==> src/lpi_pkg.sv <==
// Shared types and constants for the line and plane intersection core.
// No dependencies; every other file imports this package.
`default_nettype none
package lpi_pkg;

    localparam int ProdW = 64;
    localparam int SumW  = 66;
    localparam int DenW  = 66;
    localparam int NumW  = 100;
    localparam int QW    = 32;
    localparam int DivSteps = QW;
    localparam int FifoDepth = 4;
    localparam int FifoAw = $clog2(FifoDepth);

    localparam logic [QW-1:0] QMax = 32'h7FFF_FFFF;
    localparam logic [QW-1:0] QMin = 32'h8000_0000;

    typedef struct packed {
        logic signed [31:0] coef_a;
        logic signed [31:0] coef_b;
        logic signed [31:0] coef_c;
        logic signed [31:0] coef_d;
        logic signed [31:0] point_x;
        logic signed [31:0] point_y;
        logic signed [31:0] point_z;
        logic signed [31:0] dir_x;
        logic signed [31:0] dir_y;
        logic signed [31:0] dir_z;
    } in_t;

    typedef struct packed {
        logic signed [31:0] hit_x;
        logic signed [31:0] hit_y;
        logic signed [31:0] hit_z;
        logic               is_parallel;
        logic               overflowed;
    } out_t;

    // Word handed from the front end to the back end through the queue.
    typedef struct packed {
        logic [2:0][31:0]   pt;
        logic [2:0][31:0]   dir;
        logic [2:0][SumW-1:0] sa;
        logic [2:0][SumW-1:0] sb;
        logic [DenW-1:0]    dm;
        logic               dneg;
        logic               dzero;
    } qitem_t;

    // One stage of the three-lane restoring divider.
    typedef struct packed {
        logic [DenW-1:0]      dm;
        logic [2:0][DenW-1:0] r;
        logic [2:0][QW-1:0]   n;
        logic [2:0][QW-1:0]   q;
        logic [2:0]           ovf;
        logic [2:0]           neg;
        logic                 dzero;
    } div_t;

endpackage
`default_nettype wire

==> src/lpi_queue.sv <==
// Short word queue between front and back ends.
// Depends on lpi_pkg.
`default_nettype none
module lpi_queue
    import lpi_pkg::*;
(
    input  wire logic   aclk,
    input  wire logic   aresetn,
    input  wire logic   wr_valid,
    output logic        wr_ready,
    input  wire qitem_t wr_data,
    output logic        rd_valid,
    input  wire logic   rd_ready,
    output qitem_t      rd_data
);

    qitem_t             mem_reg [FifoDepth];
    logic [FifoAw-1:0]  wp_reg, rp_reg;
    logic [FifoAw:0]    cnt_reg, cnt_next;
    logic               push, pop;

    assign wr_ready = (cnt_reg != FifoAw'(0) + (FifoAw+1)'(FifoDepth));
    assign rd_valid = (cnt_reg != '0);
    assign rd_data  = mem_reg[rp_reg];
    assign push     = wr_valid && wr_ready;
    assign pop      = rd_valid && rd_ready;

    always_comb begin
        cnt_next = cnt_reg;
        if (push && !pop) begin
            cnt_next = cnt_reg + 1'b1;
        end else if (pop && !push) begin
            cnt_next = cnt_reg - 1'b1;
        end
    end

    always_ff @(posedge aclk) begin
        if (!aresetn) begin
            wp_reg  <= '0;
            rp_reg  <= '0;
            cnt_reg <= '0;
        end else begin
            cnt_reg <= cnt_next;
            if (push) begin
                wp_reg <= wp_reg + 1'b1;
            end
            if (pop) begin
                rp_reg <= rp_reg + 1'b1;
            end
        end
    end

    always_ff @(posedge aclk) begin
        if (push) begin
            mem_reg[wp_reg] <= wr_data;
        end
    end

endmodule
`default_nettype wire

==> config.mk <==
export PLATFORM = sky130hd
export DESIGN_NAME = lpi_queue
export DESIGN_NICKNAME = d
export VERILOG_FILES = /design/src/lpi_pkg.sv /design/src/lpi_queue.sv
export SDC_FILE = /design/constraint.sdc
export NUM_CORES = 2
export LEC_CHECK = 0
export BUFFER_PORTS_ARGS = -buffer_cell sky130_fd_sc_hd__buf_2
export CAP_MARGIN = 30
export CELL_PAD_IN_SITES_DETAIL_PLACEMENT = 1
export CELL_PAD_IN_SITES_GLOBAL_PLACEMENT = 2
export CORE_AREA = 4 4 518 520
export CTS_CLUSTER_DIAMETER = 30
export DETAILED_ROUTE_END_ITERATION = 10
export DIE_AREA = 0 0 522 524
export PLACE_DENSITY = 0.66
export SETUP_SLACK_MARGIN = 0.4
export SLEW_MARGIN = 20
export SYNTH_ARGS = -nofsm -noshare
export SYNTH_HDL_FRONTEND = slang
export SYNTH_SLANG_ARGS = --single-unit
==> constraint.sdc <==
create_clock -name aclk -period 41 [get_ports aclk]
set_input_delay 4.1 -clock aclk [delete_from_list [all_inputs] [get_ports aclk]]
set_output_delay 4.1 -clock aclk [all_outputs]
set_load 0.02 [all_outputs]
Word level (Yosys, flattened, before mapping)
Memory sizes are Yosys's and may differ from the RTL's. A register that Yosys moved wholly into a read port is not among the register bits.
Index checks and enable logic that the tools add are counted.
Widths: inputs -> output; s select.

cells by class
  add/subtract/negate cells = 4
  equal/unequal tests = 1
  multiplexer cells = 6
  reductions and logical operators = 8

operators with widths
  operator             number
  $mux 3               2
  $add 2x1->2 const B  2
  $logic_and 1x1->1    4
  $mux 2               2
  $add 3x1->3 const B  1
  $ne 3x3->1 const B   1
  $reduce_bool 3->1    1
  $sub 3x1->3 const B  1
  $logic_not 1->1      2
  $mux 1               2
  $reduce_bool 2->1    1

word-level totals
  register bits after elaboration = 7
  bits in writable memories = 2,624
  word-level logic and storage cells = 23
  memories = 1

memory list
  name     words  bits a word  read ports  clocked after memory_dff  write ports  RTL line         source
  mem_reg  4      656          1           1                         1            lpi_queue.sv:17  qitem_t mem_reg [FifoDepth];

Logic depth before layout (Yosys ltp)
  word-level depth = 6
  mapped depth = 8
  depth with buffers taken out = 8

Worst setup path after synthesis
Ideal clock, no wire load.

  kind = input to register
  start = input wr_valid
  end = memory mem_reg[0][0] (netlist name), enable pin
  data arrival time = 19.292 ns
  data required time = 39.891 ns
  buffers on the path = 0
  stages on the path = 2
  library setup time = 1.109 ns
  setup slack = 20.599 ns
  cells stage by stage = a21boi_1 -> and2_1

between the ends
  longest elaborated chain between the ends = 3

ends and longest elaborated chain
  what                          RTL line         source
  start, declared               lpi_queue.sv:9   input wire logic wr_valid,
  $logic_and 1x1->1             lpi_queue.sv:25  assign push = wr_valid && wr_ready;
  $mux 1                        lpi_queue.sv:54  if (push) begin
  $mux 1 (not written as such)  lpi_queue.sv:55  mem_reg[wp_reg] <= wr_data;
  end, declared                 lpi_queue.sv:17

No other way between the ends.

==> results.md <==
* Run status: complete, no violations
* Reg-to-reg slack, setup at 35,330 ps
* Input/output buffers at 1,317
* Synth Area in Compound Gates at 0.000379
* Cells on worst reg2reg path at 7
* Clk pwr share at 0.444
* Skew-Pair Late Insertion Delay at 970 ps
* Layout cells sized above 1 at 0.505
* Simple-Gate Fraction of Synth Area at 0.000953
* Routed via count at 46,300
* Seq cells post-synth at 2,633
* Max_slew headroom at 0.257
* Row count at 189
* Post-synth cell types at 25
* Clock Tree Buf Depth at 4
* DRT antenna net count at 0
* VDD IR max at 0.0754 mV
* Max Fanout on Critical Path at 37
* Max reg flops at 2,624
* Pin count of the biggest net entering global routing at 152
* Fin worst setup slack at 31,460 ps
* Initial antenna violation count at 257
* Ys async rst share at 0
* Layout area overhead at 29.7%
* Reg-to-Reg Start: cnt_reg[0]
* Area contributors post-synth: edfxtp_1 82%, mux4_2 15%, buf_12 1.4%, buf_2 0.34%, dfxtp_1 0.19%
* Worst slew pin tran at 1110 ps
* Remaining DRCs at 0
* Worst path arrival time at 5440 ps
* Synth top area share at 0.822
* Mapped Cells at 3,474
* Largest family of logic cells by synthesized area: multiplexers
* Fmax at 0.105 GHz
* Synth Area in Adders at 0.000862
* MaxCap Viol Count at 0
* Die X at 522 µm
* Mapped Area at 95,800 µm²
* Post-CTS sizing at 0
* Mapped Nets at 4,140
* Slowest CP cell: dfxtp_4
* Setup TNS at 0 ps
* Ys flop type: edfxtp_1
* Startpoint types: flip-flop
* Boundary Pins at 1,318
* Num CTS Buffers at 534
* Register Area at 79,000 µm²
* Average wire per standard cell at 28.7 µm
* Total Routing Usage GR at 0.190
* CTS tree: done
* Hold-critical path endpoint: wp_reg[1]
* Combinational group share of total power at 0.210
* Most used cell, CP: buf_4
* Final-layout fill cell count at 24,100
* Post-synth top cells: 2,624 x edfxtp_1, 656 x mux4_2, 66 x buf_12, 66 x buf_2, 9 x dfxtp_1
* Net Sw Frac at 0.289
* Internal power at 0.00687 W
* Mux share of post-synthesis cell area at 0.155
* First-pass GRT wire length at 373,000 µm
* Register area share after synthesis at 0.824
* H-tree depth at 6
* Crit path largest cell delay at 880 ps
* Reg power frac at 0.347
* Routed wire length at 268,000 µm
* Clock root cell: clkbuf_16
* R2r endpoint: mem_reg[1][322]
* EDFF count, synth at 2,624
* Vias per cell at 4.97
* Setup Skew at 44.5 ps
* Multi-input gate area at 15,100 µm²
* Grt total ovfl at 0
* CTS clk-pin slew, worst paths at 40 ps
* Final nets at 5,914
* CP Data Required Time at 36,900 ps
* Worst Hold Class: reg -> reg
* Switching power at 0.00279 W
* Avg Synthesized Cell Area at 27.6 µm²
* Unrepaired setup endpoints after global routing: no
* Post-Synth XOR/XNOR Area at 0.000366
* Leakage at 42.0 nW
* Vias in the first global route at 50,100
* Initial core utilization at 0.363
* Die area at 274,000 µm²
* Final Hold Violating Endpoints at 0
* Hold_buf cts at 0
* First drt pass iteration count at 5
* Clock Sinks at 2,633
* Most common cell in the netlist: edfxtp_1
* Min-Delay Startpoint: wp_reg[1]
* Fin util at 0.470
* Power density cells at 77.8 nW/µm²
* Hold Path Stages at 2
* Post-CTS Repair Setup Buffers at 0
* Endpoint class of the critical path: output pin
* Die Y at 524 µm
* Drt initial violations at 3,804
* Area leader, netlist: edfxtp_1
* CP cell instances: buf_4, buf_4, buf_4, buf_4, buf_16, mux4_2, buf_2
* Ys Warns at 0
* Placer Congestion at 0.785
* Slew Viols, Final at 0
* Dpl hpwl at 175,000 µm
* Core ar. at 264,000 µm²
* # setup viols final at 0
* Worst Path Class, Setup: reg -> out
* Placement Setup Slack at 31,500 ps
* Min Tclk post-route at 9540 ps
* Post-route clock period utilization at 0.233
[cell usage in the layout (no fill, tap or decap), types with 5 or more instances in the layout]
master,count
edfxtp_1,2624
ha_1,5
buf_12,17
clkbuf_1,68
clkinv_16,16
nand2_1,5
clkinv_1,80
mux4_2,656
buf_2,1317
clkinv_2,76
inv_16,16
diode_2,103
dfxtp_1,7
clkinvlp_4,43
clkbuf_16,539
clkinv_4,25
clkinv_8,6
buf_4,47
bufinv_16,66
inv_6,32
[worst max-delay path: cells and delay by family, from the launching register on]
kind | cells | cell delay (ps)
buffers and inverters | 6 | 2840
flip-flops | 1 | 880
multiplexers | 1 | 580
[metrics by stage]
stage                     instances  hold WS [ps]  cell area [µm²]  total power, W
final                          9315           516           124000         0.00966
after global routing           9268           558           124000          0.0101
after CTS                      9206           525           124000         0.00979
after detailed placement       8239           503           106000         0.00546
after global placement         8235           489           106000         0.00544
after floorplan                3474           468            95800         0.00496
[metal layers]
metal	global-route usage	share of wire	vias to the layer above
li1	-	-	19200
met1	0.211	0.35	24100
met2	0.299	0.49	2095
met3	0.0971	0.12	748
met4	0.102	0.044	146
met5	0	0.0035	-
[cells by family (layout without fill, tap and decap cells)]
logic type	count (synthesis)	in the layout
other	0	103
muxes	659	659
DFF	2633	2633
buffers and inverters	150	2355
adders and majority gates	6	6
xor gates and xnor gates	4	4
AOI/OAI and AO/OA	5	5
and+or+nand+nor	17	17
[worst max-delay path by stage]
stage                     startpoint              end  slack, ps  cells after the start
after global routing       flip-flop     rd_data[631]      30880                      7
final                      flip-flop     rd_data[631]      31460                      7
after global placement     flip-flop     rd_data[623]      31510                      6
after floorplan             wr_valid    mem_reg[0][0]      20600                      2
after detailed placement    wr_valid  mem_reg[1][155]      31500                      7
after CTS                  flip-flop     rd_data[631]      30880                      6
[power groups by stage]
stage	Combinational, W	Clock [W]	Sequential, W
6_report	0.00202	0.00429	0.00335
3_5_place_dp	0.00206	0	0.00340
2_1_floorplan	0.00139	0	0.00356
5_1_grt	0.00215	0.00453	0.00337
3_3_place_gp	0.00205	0	0.00338
4_1_cts	0.00207	0.00437	0.00336
[cell type report]
cell class / instances / share of cell area
Clock buffer: 607 / 0.111
Tap cell: 3533 / 0.0356
Multi-Input combinational cell: 691 / 0.121
Antenna cell: 103 / 0.00207
Timing Repair Buffer: 1385 / 0.0595
Sequential cell: 2633 / 0.636
Clock inverter: 360 / 0.0353
Inverter: 3 / 0.0000906
Power figures use the tool's default switching activity.
